==> config.mk <==
export PLATFORM = sky130hd
export DESIGN_NAME = motor_command_frame_parser
export DESIGN_NICKNAME = d
export VERILOG_FILES = /design/src/hdl/mcfp_pkg.sv /design/src/hdl/mcfp_front.sv /design/src/hdl/mcfp_queue.sv /design/src/hdl/mcfp_back.sv /design/src/hdl/motor_command_frame_parser.sv
export SDC_FILE = /design/constraint.sdc
export NUM_CORES = 1
export LEC_CHECK = 0
export BUFFER_PORTS_ARGS = -buffer_cell sky130_fd_sc_hd__buf_2
export CORE_MARGIN = 3
export CORE_UTILIZATION = 60
export DETAILED_ROUTE_END_ITERATION = 12
export PLACE_DENSITY = 0.81
export SLEW_MARGIN = 20
export SYNTH_ARGS = -nofsm -noshare
export SYNTH_HDL_FRONTEND = slang
export SYNTH_SLANG_ARGS = --single-unit
==> constraint.sdc <==
create_clock -name clk -period 5.98 [get_ports clk]
set_clock_uncertainty 0.05 [all_clocks]
set_input_delay 0 -clock clk [delete_from_list [all_inputs] [get_ports clk]]
set_output_delay 0 -clock clk [all_outputs]
set_load 0.05 [all_outputs]
==> src/hdl/mcfp_pkg.sv <==
package mcfp_pkg;

  localparam int unsigned BYTE_W  = 8;
  localparam int unsigned WORD_W  = 16;
  localparam int unsigned POS_W   = 3;
  localparam int unsigned ID_W    = 2;
  localparam int unsigned STATE_W = 2;
  localparam int unsigned EVENT_W = 2;
  localparam int unsigned STAT_W  = 3;
  localparam int unsigned STORE_DEPTH = 4;

  localparam int unsigned QUEUE_DEPTH = 2;
  localparam int unsigned QPTR_W      = $clog2(QUEUE_DEPTH);
  localparam int unsigned QCNT_W      = $clog2(QUEUE_DEPTH + 1);

  // Frame byte positions
  localparam logic [POS_W-1:0] POS_CMD    = 3'd0;
  localparam logic [POS_W-1:0] POS_STATUS = 3'd1;
  localparam logic [POS_W-1:0] POS_ID     = 3'd2;
  localparam logic [POS_W-1:0] POS_DATA_L = 3'd3;
  localparam logic [POS_W-1:0] POS_DATA_H = 3'd4;

  // Reply byte indexes
  localparam logic [POS_W-1:0] RPL_CMD    = 3'd0;
  localparam logic [POS_W-1:0] RPL_STATUS = 3'd1;
  localparam logic [POS_W-1:0] RPL_ID     = 3'd2;
  localparam logic [POS_W-1:0] RPL_WORD_L = 3'd3;
  localparam logic [POS_W-1:0] RPL_WORD_H = 3'd4;

  localparam logic [BYTE_W-1:0] MAX_CTRL_BYTE = 8'd7;
  localparam logic [BYTE_W-1:0] MAX_ID_BYTE   = 8'd3;

  // Data IDs
  localparam logic [ID_W-1:0] ID_PHASE_CUR = 2'd0;
  localparam logic [ID_W-1:0] ID_DC_BUS    = 2'd1;
  localparam logic [ID_W-1:0] ID_VOLTAGE   = 2'd2;
  localparam logic [ID_W-1:0] ID_SPEED     = 2'd3;

  // Drive states
  localparam logic [STATE_W-1:0] ST_RUNNING = 2'd1;
  localparam logic [STATE_W-1:0] ST_FAULT   = 2'd2;

  // Drive events
  localparam logic [EVENT_W-1:0] EV_OFF   = 2'd0;
  localparam logic [EVENT_W-1:0] EV_ON    = 2'd1;
  localparam logic [EVENT_W-1:0] EV_RESET = 2'd2;

  // Command bits
  localparam int unsigned CMD_ON_BIT    = 0;
  localparam int unsigned CMD_DIR_BIT   = 1;
  localparam int unsigned CMD_RESET_BIT = 2;

  localparam logic signed [WORD_W-1:0] FRAC_NEG_ONE = 16'sh8000;
  localparam logic signed [WORD_W-1:0] FRAC_MAX     = 16'sh7fff;

  typedef struct packed {
    logic [BYTE_W-1:0]        cmd;
    logic [STAT_W-1:0]        stat;
    logic [ID_W-1:0]          id;
    logic [WORD_W-1:0]        word;
    logic [EVENT_W-1:0]       event_code;
    logic signed [WORD_W-1:0] target;
  } frame_t;

  function automatic logic signed [WORD_W-1:0] sat_neg(input logic signed [WORD_W-1:0] v);
    logic signed [WORD_W-1:0] r;
    if (v == FRAC_NEG_ONE) begin
      r = FRAC_MAX;
    end else begin
      r = -v;
    end
    return r;
  endfunction

endpackage

==> src/hdl/mcfp_front.sv <==
module mcfp_front (
  input  logic                                 clk,
  input  logic                                 rst_n,
  input  logic                                 in_valid,
  output logic                                 in_ready,
  input  logic [mcfp_pkg::BYTE_W-1:0]          in_rx_byte,
  input  logic [mcfp_pkg::STATE_W-1:0]         in_motor_state,
  input  logic signed [mcfp_pkg::WORD_W-1:0]   in_motor_speed,
  input  logic signed [mcfp_pkg::WORD_W-1:0]   in_current_magnitude,
  input  logic signed [mcfp_pkg::WORD_W-1:0]   in_output_voltage,
  input  logic                                 q_full,
  output logic                                 q_push,
  output mcfp_pkg::frame_t                     q_frame
);

  logic [mcfp_pkg::POS_W-1:0]  pos_r, pos_nxt;
  logic [mcfp_pkg::BYTE_W-1:0] store_r [mcfp_pkg::STORE_DEPTH];
  logic [mcfp_pkg::WORD_W-1:0] freq_r, freq_nxt;
  logic                        accept;
  logic                        store_we;
  logic [1:0]                  store_idx;
  logic [mcfp_pkg::ID_W-1:0]   id;
  logic signed [mcfp_pkg::WORD_W-1:0] fw;
  logic [mcfp_pkg::BYTE_W-1:0] cmd;

  assign in_ready = (pos_r != mcfp_pkg::POS_DATA_H) || !q_full;
  assign accept   = in_valid && in_ready;
  assign q_push   = accept && (pos_r == mcfp_pkg::POS_DATA_H);

  always_comb begin
    pos_nxt   = pos_r;
    freq_nxt  = freq_r;
    store_we  = 1'b0;
    store_idx = pos_r[1:0];
    if (accept) begin
      case (pos_r)
        mcfp_pkg::POS_CMD, mcfp_pkg::POS_STATUS: begin
          if (in_rx_byte > mcfp_pkg::MAX_CTRL_BYTE) begin
            pos_nxt = mcfp_pkg::POS_CMD;
          end else begin
            store_we = 1'b1;
            pos_nxt  = pos_r + 3'd1;
          end
        end
        mcfp_pkg::POS_ID: begin
          if (in_rx_byte > mcfp_pkg::MAX_ID_BYTE) begin
            pos_nxt = mcfp_pkg::POS_CMD;
          end else begin
            store_we = 1'b1;
            pos_nxt  = mcfp_pkg::POS_DATA_L;
          end
        end
        mcfp_pkg::POS_DATA_L: begin
          store_we = 1'b1;
          pos_nxt  = mcfp_pkg::POS_DATA_H;
        end
        mcfp_pkg::POS_DATA_H: begin
          freq_nxt = in_motor_speed;
          pos_nxt  = mcfp_pkg::POS_CMD;
        end
        default: begin
          pos_nxt = mcfp_pkg::POS_CMD;
        end
      endcase
    end
  end

  always_ff @(posedge clk) begin
    if (!rst_n) begin
      pos_r  <= mcfp_pkg::POS_CMD;
      freq_r <= '0;
    end else begin
      pos_r  <= pos_nxt;
      freq_r <= freq_nxt;
    end
  end

  always_ff @(posedge clk) begin
    if (store_we) begin
      store_r[store_idx] <= in_rx_byte;
    end
  end

  assign cmd = store_r[0];
  assign id  = store_r[2][mcfp_pkg::ID_W-1:0];
  assign fw  = (id == mcfp_pkg::ID_SPEED) ? {in_rx_byte, store_r[3]} : freq_r;

  always_comb begin
    q_frame.cmd  = cmd;
    q_frame.id   = id;
    q_frame.stat = {in_motor_state == mcfp_pkg::ST_FAULT,
                    (!in_motor_speed[mcfp_pkg::WORD_W-1]) && (in_motor_speed != '0),
                    in_motor_state == mcfp_pkg::ST_RUNNING};
    if (cmd[mcfp_pkg::CMD_RESET_BIT] && (in_motor_state == mcfp_pkg::ST_FAULT)) begin
      q_frame.event_code = mcfp_pkg::EV_RESET;
    end else if (cmd[mcfp_pkg::CMD_ON_BIT]) begin
      q_frame.event_code = mcfp_pkg::EV_ON;
    end else begin
      q_frame.event_code = mcfp_pkg::EV_OFF;
    end
    q_frame.target = cmd[mcfp_pkg::CMD_DIR_BIT] ? fw : mcfp_pkg::sat_neg(fw);
    case (id)
      mcfp_pkg::ID_PHASE_CUR: q_frame.word = in_current_magnitude;
      mcfp_pkg::ID_DC_BUS:    q_frame.word = '0;
      mcfp_pkg::ID_VOLTAGE:   q_frame.word = in_output_voltage;
      default:                q_frame.word = in_motor_speed;
    endcase
  end

endmodule

==> src/hdl/mcfp_queue.sv <==
module mcfp_queue (
  input  logic              clk,
  input  logic              rst_n,
  input  logic              push,
  input  mcfp_pkg::frame_t  push_frame,
  output logic              full,
  input  logic              pop,
  output logic              not_empty,
  output mcfp_pkg::frame_t  head_frame
);

  mcfp_pkg::frame_t                entry_r [mcfp_pkg::QUEUE_DEPTH];
  logic [mcfp_pkg::QPTR_W-1:0]     wr_ptr_r, wr_ptr_nxt;
  logic [mcfp_pkg::QPTR_W-1:0]     rd_ptr_r, rd_ptr_nxt;
  logic [mcfp_pkg::QCNT_W-1:0]     cnt_r, cnt_nxt;
  logic                            do_push, do_pop;

  assign full       = (cnt_r == mcfp_pkg::QCNT_W'(mcfp_pkg::QUEUE_DEPTH));
  assign not_empty  = (cnt_r != '0);
  assign head_frame = entry_r[rd_ptr_r];
  assign do_push    = push && !full;
  assign do_pop     = pop && not_empty;

  always_comb begin
    wr_ptr_nxt = wr_ptr_r;
    rd_ptr_nxt = rd_ptr_r;
    cnt_nxt    = cnt_r;
    if (do_push) begin
      wr_ptr_nxt = (wr_ptr_r == mcfp_pkg::QPTR_W'(mcfp_pkg::QUEUE_DEPTH - 1)) ?
                   '0 : wr_ptr_r + mcfp_pkg::QPTR_W'(1);
    end
    if (do_pop) begin
      rd_ptr_nxt = (rd_ptr_r == mcfp_pkg::QPTR_W'(mcfp_pkg::QUEUE_DEPTH - 1)) ?
                   '0 : rd_ptr_r + mcfp_pkg::QPTR_W'(1);
    end
    if (do_push && !do_pop) begin
      cnt_nxt = cnt_r + mcfp_pkg::QCNT_W'(1);
    end else if (do_pop && !do_push) begin
      cnt_nxt = cnt_r - mcfp_pkg::QCNT_W'(1);
    end
  end

  always_ff @(posedge clk) begin
    if (!rst_n) begin
      wr_ptr_r <= '0;
      rd_ptr_r <= '0;
      cnt_r    <= '0;
    end else begin
      wr_ptr_r <= wr_ptr_nxt;
      rd_ptr_r <= rd_ptr_nxt;
      cnt_r    <= cnt_nxt;
    end
  end

  always_ff @(posedge clk) begin
    if (do_push) begin
      entry_r[wr_ptr_r] <= push_frame;
    end
  end

endmodule

==> src/hdl/mcfp_back.sv <==
module mcfp_back (
  input  logic                                clk,
  input  logic                                rst_n,
  input  logic                                q_not_empty,
  input  mcfp_pkg::frame_t                    q_head,
  output logic                                q_pop,
  output logic                                out_valid,
  input  logic                                out_ready,
  output logic [mcfp_pkg::BYTE_W-1:0]         out_tx_byte,
  output logic                                out_last_byte,
  output logic [mcfp_pkg::EVENT_W-1:0]        out_drive_event,
  output logic signed [mcfp_pkg::WORD_W-1:0]  out_speed_target
);

  mcfp_pkg::frame_t                   cur_r;
  logic                               active_r, active_nxt;
  logic [mcfp_pkg::POS_W-1:0]         idx_r, idx_nxt;
  logic                               valid_r, valid_nxt;
  logic [mcfp_pkg::BYTE_W-1:0]        byte_r, byte_sel;
  logic                               last_r;
  logic [mcfp_pkg::EVENT_W-1:0]       event_r;
  logic signed [mcfp_pkg::WORD_W-1:0] target_r;
  logic                               advance;
  logic                               is_last;

  assign is_last = (idx_r == mcfp_pkg::RPL_WORD_H);
  assign advance = active_r && (!valid_r || out_ready);
  assign q_pop   = q_not_empty && (!active_r || (advance && is_last));

  always_comb begin
    case (idx_r)
      mcfp_pkg::RPL_CMD:    byte_sel = cur_r.cmd;
      mcfp_pkg::RPL_STATUS: byte_sel = {{(mcfp_pkg::BYTE_W - mcfp_pkg::STAT_W){1'b0}},
                                        cur_r.stat};
      mcfp_pkg::RPL_ID:     byte_sel = {{(mcfp_pkg::BYTE_W - mcfp_pkg::ID_W){1'b0}},
                                        cur_r.id};
      mcfp_pkg::RPL_WORD_L: byte_sel = cur_r.word[mcfp_pkg::BYTE_W-1:0];
      mcfp_pkg::RPL_WORD_H: byte_sel = cur_r.word[mcfp_pkg::WORD_W-1:mcfp_pkg::BYTE_W];
      default:              byte_sel = '0;
    endcase
  end

  always_comb begin
    active_nxt = active_r;
    idx_nxt    = idx_r;
    valid_nxt  = valid_r;
    if (advance) begin
      valid_nxt = 1'b1;
      if (is_last) begin
        active_nxt = 1'b0;
      end else begin
        idx_nxt = idx_r + 3'd1;
      end
    end else if (out_ready) begin
      valid_nxt = 1'b0;
    end
    if (q_pop) begin
      active_nxt = 1'b1;
      idx_nxt    = mcfp_pkg::RPL_CMD;
    end
  end

  always_ff @(posedge clk) begin
    if (!rst_n) begin
      active_r <= 1'b0;
      idx_r    <= mcfp_pkg::RPL_CMD;
      valid_r  <= 1'b0;
    end else begin
      active_r <= active_nxt;
      idx_r    <= idx_nxt;
      valid_r  <= valid_nxt;
    end
  end

  always_ff @(posedge clk) begin
    if (q_pop) begin
      cur_r <= q_head;
    end
    if (advance) begin
      byte_r   <= byte_sel;
      last_r   <= is_last;
      event_r  <= cur_r.event_code;
      target_r <= cur_r.target;
    end
  end

  assign out_valid        = valid_r;
  assign out_tx_byte      = byte_r;
  assign out_last_byte    = last_r;
  assign out_drive_event  = event_r;
  assign out_speed_target = target_r;

endmodule

==> src/hdl/motor_command_frame_parser.sv <==
// Channel | Direction | Payload
// in_     | input     | rx_byte, motor_state, motor_speed, current_magnitude, output_voltage
// out_    | output    | tx_byte, last_byte, drive_event, speed_target
//
// Bytes one to four of a frame, and dropped bytes, are never stalled.
// A completed frame gives five reply items from the reply byte sequencer,
// back to back while out_ready is high.
// Two decoded frames queue between parser and sequencer; the fifth byte of a
// frame stalls only while that queue is full.
// Reset (synchronous, active low) clears position, frequency word, queue, valid.
module motor_command_frame_parser (
  input  logic                                clk,
  input  logic                                rst_n,
  input  logic                                in_valid,
  output logic                                in_ready,
  input  logic [mcfp_pkg::BYTE_W-1:0]         in_rx_byte,
  input  logic [mcfp_pkg::STATE_W-1:0]        in_motor_state,
  input  logic signed [mcfp_pkg::WORD_W-1:0]  in_motor_speed,
  input  logic signed [mcfp_pkg::WORD_W-1:0]  in_current_magnitude,
  input  logic signed [mcfp_pkg::WORD_W-1:0]  in_output_voltage,
  output logic                                out_valid,
  input  logic                                out_ready,
  output logic [mcfp_pkg::BYTE_W-1:0]         out_tx_byte,
  output logic                                out_last_byte,
  output logic [mcfp_pkg::EVENT_W-1:0]        out_drive_event,
  output logic signed [mcfp_pkg::WORD_W-1:0]  out_speed_target
);

  logic             q_full;
  logic             q_push;
  logic             q_pop;
  logic             q_not_empty;
  mcfp_pkg::frame_t push_frame;
  mcfp_pkg::frame_t head_frame;

  mcfp_front u_front (
    .clk                  (clk),
    .rst_n                (rst_n),
    .in_valid             (in_valid),
    .in_ready             (in_ready),
    .in_rx_byte           (in_rx_byte),
    .in_motor_state       (in_motor_state),
    .in_motor_speed       (in_motor_speed),
    .in_current_magnitude (in_current_magnitude),
    .in_output_voltage    (in_output_voltage),
    .q_full               (q_full),
    .q_push               (q_push),
    .q_frame              (push_frame)
  );

  mcfp_queue u_queue (
    .clk        (clk),
    .rst_n      (rst_n),
    .push       (q_push),
    .push_frame (push_frame),
    .full       (q_full),
    .pop        (q_pop),
    .not_empty  (q_not_empty),
    .head_frame (head_frame)
  );

  mcfp_back u_back (
    .clk              (clk),
    .rst_n            (rst_n),
    .q_not_empty      (q_not_empty),
    .q_head           (head_frame),
    .q_pop            (q_pop),
    .out_valid        (out_valid),
    .out_ready        (out_ready),
    .out_tx_byte      (out_tx_byte),
    .out_last_byte    (out_last_byte),
    .out_drive_event  (out_drive_event),
    .out_speed_target (out_speed_target)
  );

endmodule

======== After elaboration in Yosys (flattened, before gate mapping) ========
Memories as Yosys holds them, arrays and structs flattened. A register that Yosys moved wholly into a read port is not among the register bits.
Index checks and enable logic that the tools add are counted.
word-level totals
  word-level logic and storage cells ...... 102
  output and inout port bits .............. 29
  memories kept ........................... 2
  memory bits (writable) .................. 126
  bits in registers ....................... 55
memory list
  memory           words  bits a word  read ports  clocked after Yosys merged registers in  write ports  RTL line          RTL
  u_queue.entry_r  2      47           1           1                                        1            mcfp_queue.sv:12  mcfp_pkg::frame_t entry_r [mcfp_pkg::QUEUE_DEPTH];
  u_front.store_r  4      8            3           0                                        1            mcfp_front.sv:17  logic [mcfp_pkg::BYTE_W-1:0] store_r [mcfp_pkg::STORE_DEPTH];
cells by class
  magnitude comparators ................... 2
  bitwise logic cells ..................... 2
  $add $sub $neg .......................... 7
  eq/ne operators ......................... 16
  reductions and logical operators ........ 34
  muxes and demuxes ....................... 27
operators by type and width
  operator                number
  $mux W16                3
  $pmux W16 S3            1
  $pmux W8 S5             1
  $eq A16 B16 Y1 const B  1
  $neg A16 Y16            1
  $reduce_bool A16 Y1     1
  $mux W1                 15
  $eq A3 B2 Y1 const B    4
  $logic_and A1 B1 Y1     11
  $reduce_bool A2 Y1      5
  $pmux W3 S3             1
  $eq A2 B2 Y1 const B    4
  $gt A8 B2 Y1 const B    1
  $gt A8 B3 Y1 const B    1
  $mux W2                 4
  $add A3 B1 Y3 const B   2
  $eq A3 B1 Y1 const B    2
  $eq A3 B3 Y1 const B    2
  $logic_not A1 Y1        6
  $logic_not A3 Y1        2
  $reduce_and A2 Y1       3
  $eq A2 B1 Y1 const B    2
  $reduce_or A2 Y1        2
  $logic_or A1 B1 Y1      3
  8 further kinds         10

======== Longest topological paths before layout ========
  depth in word-level cells ............... 10
  mapped depth ............................ 13
  depth with buffers taken out ............ 10

======== Modules after synthesis ========
A second synthesis with hierarchy kept.
unflattened totals
  cell total of the unflattened synthesis .. 604
  area total of the unflattened synthesis .. 9,024.9 sq um
by module, submodules not included
  module      cells each  area each (sq um)  times used
  mcfp_queue  171         3,623.5            1
  mcfp_back   130         2,733.9            1
  mcfp_front  303         2,667.6            1

======== Least setup slack after synthesis ========
No wires, ideal clock.
  path kind ............................... flip-flop to flip-flop
  start point ............................. reg u_front.pos_r[0] in the netlist's numbering
  end point ............................... mem u_queue.entry_r[0][0] in the netlist's numbering (enable)
  period minus slack after synthesis ...... 4,099 ps
  path buffers ............................ 0
  setup time .............................. 453 ps
  data required time ...................... 5,477 ps
  data arrival time ....................... 3,595 ps
  setup slack ............................. 1,881 ps
  cell stages (with the launch flop) ...... 7
  cell sequence ........................... dfxtp_1 > inv_1 > ha_1 > nand4b_1 > and2_1 > nand3_2 > nor2_1
between the ends
  word-level cells in the longest chain between the ends .. 7
  elaborated cells on any way between the ends .. 8
  classes of those cells .................. 2 x eq/ne; 2 x mux; 4 x reduce/logical
ends and longest elaborated chain
  what                           RTL line                          RTL
  from (decl)                    mcfp_front.sv:16                  logic [mcfp_pkg::POS_W-1:0] pos_r, pos_nxt;
  from (signal assigned)         mcfp_front.sv:70                  pos_r <= mcfp_pkg::POS_CMD;
  from (signal assigned)         mcfp_front.sv:73                  pos_r <= pos_nxt;
  $ne A3 B3 Y1                   mcfp_front.sv:26                  assign in_ready = (pos_r != mcfp_pkg::POS_DATA_H) || !q_full;
  $logic_or A1 B1 Y1             mcfp_front.sv:26
  net in_ready                   motor_command_frame_parser.sv:15  output logic in_ready,
  $logic_and A1 B1 Y1            mcfp_front.sv:27                  assign accept = in_valid && in_ready;
  $logic_and A1 B1 Y1            mcfp_front.sv:28                  assign q_push = accept && (pos_r == mcfp_pkg::POS_DATA_H);
  $logic_and A1 B1 Y1            mcfp_queue.sv:21                  assign do_push = push && !full;
  $mux W1                        mcfp_queue.sv:56                  if (do_push) begin
  $mux W1 (implied by the code)  mcfp_queue.sv:57                  entry_r[wr_ptr_r] <= push_frame;
  to (decl)                      mcfp_queue.sv:12
The timed path passes the listed nets, and every way through them passes these cells.

==> impl_metrics.yaml <==
yosys:
  ys_top_cells_by_area: "edfxtp_1 (62%), mux2_2 (8.5%), dfxtp_1 (6.2%), nand2_1 (2.2%), a22o_1 (2.0%)"
  yosysTopAreaCell: "edfxtp_1"
  yosys_warnings: 0
  synth-seq-area-share_pct: 68.4
  async_reset_ff_share_pct: 0
  synth_nets: 662
  postSynthAreaPerCell_um2: 15.3
  synth_top_area_share_pct: 62.2
  synth-seq-cells: 214
  synthTopCellsByCount: "edfxtp_1 (186), mux2_2 (68), nand2_1 (52)"
  synth_edf_count: 186
  ys.flop_type: "edfxtp_1"
  syn_area_um2: 8980
  yosysUniqueCellTypes: 56
  synth_cells: 588
  synthMostInstantiatedCell: "edfxtp_1"
setup_path:
  crit_type: "flop to flop"
  crit_path_start_kind: "flop"
  worstPathArrival_ps: 3520
  endpoint_kind: "flop"
  cp_slowest_stage_delay_ps: 470
  worstPathCellList: "buf_4 -> nand2_1 -> mux2i_1 -> ha_1 -> inv_1 -> a211oi_1 -> and3_1 -> and4_2 -> a211oi_2"
  cp_max_fo: 38
  crit_path_top_delay_cell: "a211oi_1"
  crit_required_ps: 6120
global_routing:
  track_usage_pct: 23.9
  grt_max_degree: 40
  antenna_found_initial: 0
  grt_pass1_wl_mm: 30.4
  overflow: 0
  grt_pass1_vias: 5756
detailed_routing:
  wire_per_inst_um: 20.5
  drt-total-wl_mm: 19.7
  vias_per_cell: 5.94
  firstDrtPassIters: 5
  dr_total_vias: 5713
  drc: 0
  ant_nets: 0
  drtIter0Drc: 455
sta:
  max_freq_mhz: 296
  tns_ps: 0
  fin_crit_sh_pct: 56.4
  period_needed_ps: 3370
  rsz0062_at_grt: "no"
  finalSetupViolations: 0
  worst-slew-pin-transition_ps: 828
  slew_violations: 0
  max_slew_margin_pct: 44.8
  hold_viol: 0
floorplanning:
  dieHeight_um: 128
  fp.dieArea_um2: 16500
  dieWidth_um: 128
  coreArea_um2: 14600
  io_pins: 91
  start_util_pct: 61.6
  num_rows: 44
run:
  maxCapViolCount: 0
finish:
  antenna_cells: 0
  fin_cells: 962
  post_route_cells_drive_above_1_share_pct: 28.3
  fin_area_um2: 11100
  nets: 836
  area_delta_synth_final_pct: 23.6
placement:
  gp_congestion: 0.881
  dp_hpwl_mm: 12.4
  dp.cells: 843
  io_buffers: 90
  placed_cell_area_um2: 9550
cts:
  tritoncts: "done"
  clk_path_buf_depth: 3
  htree_levels: 1
  numCtsBuffers: 22
  cts_setup_buffers: 0
  clk_pin_slew_ps: 60
  clock_latency_ps: 510
  cts_root_buffer: "clkbuf_16"
  cts_hold_buf: 79
  post_cts_resized: 0
  clock_sinks: 214
status:
  status: "completed"
power_and_ir_drop:
  peakVddDrop_mv: 0.269
  power_density_nw_per_um2: 385
  leakage_nw: 4.14
  power_mw: 4.28
hold_path:
  hold_path.class: "primary input to flop"
==> final cells by class <==
| class | count | area, um^2 |
|---|---|---|
| inverters | 18 | 67.6 |
| repair buffers | 177 | 1300 |
| clock buffers | 26 | 576 |
| fillers | 829 | 3490 |
| flip-flops and latches | 214 | 6150 |
| well taps | 184 | 230 |
| clock inverters | 14 | 178 |
| multi-input cells | 329 | 2600 |
==> worst max-delay path, delay by kind of cell (launching register included) <==
kind	cells	cell delay [ps]
adders and majority gates	1	210
DFF	1	330
AOI/OAI and AO/OA	2	510
and+or+nand+nor	3	1170
buffers and inverters	2	450
muxes	1	330
==> stage by stage <==
stage / utilization (%) / worst slack, ps / hold slack [ps]
after floorplan: - / 1880 / 48.9
after CTS: 76.1 / 2660 / 238
after global placement: 65.5 / 2850 / 214
after global routing: 76.1 / 2390 / 256
final: 76.1 / 2610 / 251
after detailed placement: 65.5 / 2670 / 209
==> placed cells by master (no fill, tap or decap), types with 4 or more instances in the layout <==
master | netlist | final
a211oi_1 | 6 | 6
nor4_1 | 4 | 4
clkinv_2 | 0 | 4
buf_2 | 7 | 90
nand4bb_1 | 4 | 4
xor2_1 | 11 | 11
nor2_1 | 22 | 20
clkbuf_16 | 0 | 22
nand2_1 | 52 | 52
mux2i_1 | 15 | 15
mux2_2 | 68 | 68
a22oi_1 | 5 | 5
a22o_1 | 21 | 21
nor2b_1 | 4 | 4
dfxtp_1 | 28 | 27
ha_1 | 12 | 12
o21ai_0 | 10 | 10
dlygate4sd3_1 | 0 | 79
a31oi_1 | 4 | 4
and2_1 | 7 | 6
xnor2_1 | 4 | 4
a21oi_1 | 10 | 10
inv_1 | 17 | 16
edfxtp_1 | 186 | 186
a21boi_0 | 18 | 18
buf_4 | 1 | 8
or3_1 | 4 | 4
==> cells by family (layout without fill, tap and decap cells) <==
| group | after synthesis | count (layout) | synth area share [%] |
|---|---|---|---|
| AOI/OAI and AO/OA | 103 | 103 | 9.01 |
| xor gates and xnor gates | 15 | 15 | 1.46 |
| adders and majority gates | 12 | 12 | 1.67 |
| buffers and inverters | 45 | 235 | 2.74 |
| DFF | 214 | 214 | 68.4 |
| muxes | 83 | 83 | 10.2 |
| and+or+nand+nor | 116 | 116 | 6.49 |
==> where the power goes <==
part           internal [mW]  switching (mW)  total (mW)  leakage [nW]
clock                  0.828           0.559        1.39         0.360
sequential              1.94          0.0953        2.03          1.94
combinational          0.292           0.562       0.854          1.84
==> path summary, 6_finish.rpt <==
check                         from                   endpoint  slack (ps)  cells past startpoint
max reg2reg  u_front.store_r[2][0]     u_queue.entry_r[0][14]        2610                      9
max          u_front.store_r[2][0]     u_queue.entry_r[0][14]        2610                      9
min reg2reg       u_back.cur_r[17]  u_back.out_drive_event[1]         360                      0
min                  in_rx_byte[7]      u_front.store_r[3][7]         250                      2
==> routing by layer <==
layer / up-vias / GRT usage [%] / part of all wire [%]
met5: - / 0 / 0
met2: 266 / 39.4 / 48
met1: 2796 / 32.9 / 42
met4: 0 / 7.74 / 2.8
met3: 55 / 4.03 / 7.6
li1: 2596 / - / -
==> flip-flops by register name (all words and copies together), names as in the netlist <==
signal	flops
u_queue.wr_ptr_r	1
u_front.pos_r	3
u_back.cur_r	47
u_back.out_tx_byte	8
u_queue.rd_ptr_r	1
u_back.out_last_byte	1
u_back.out_valid	1
u_back.idx_r	3
u_back.active_r	1
u_front.store_r	18
u_back.out_drive_event	2
u_front.freq_r	16
u_queue.entry_r	94
u_queue.cnt_r	2
u_back.out_speed_target	16
No activity file was read; power rests on OpenSTA's default activity.
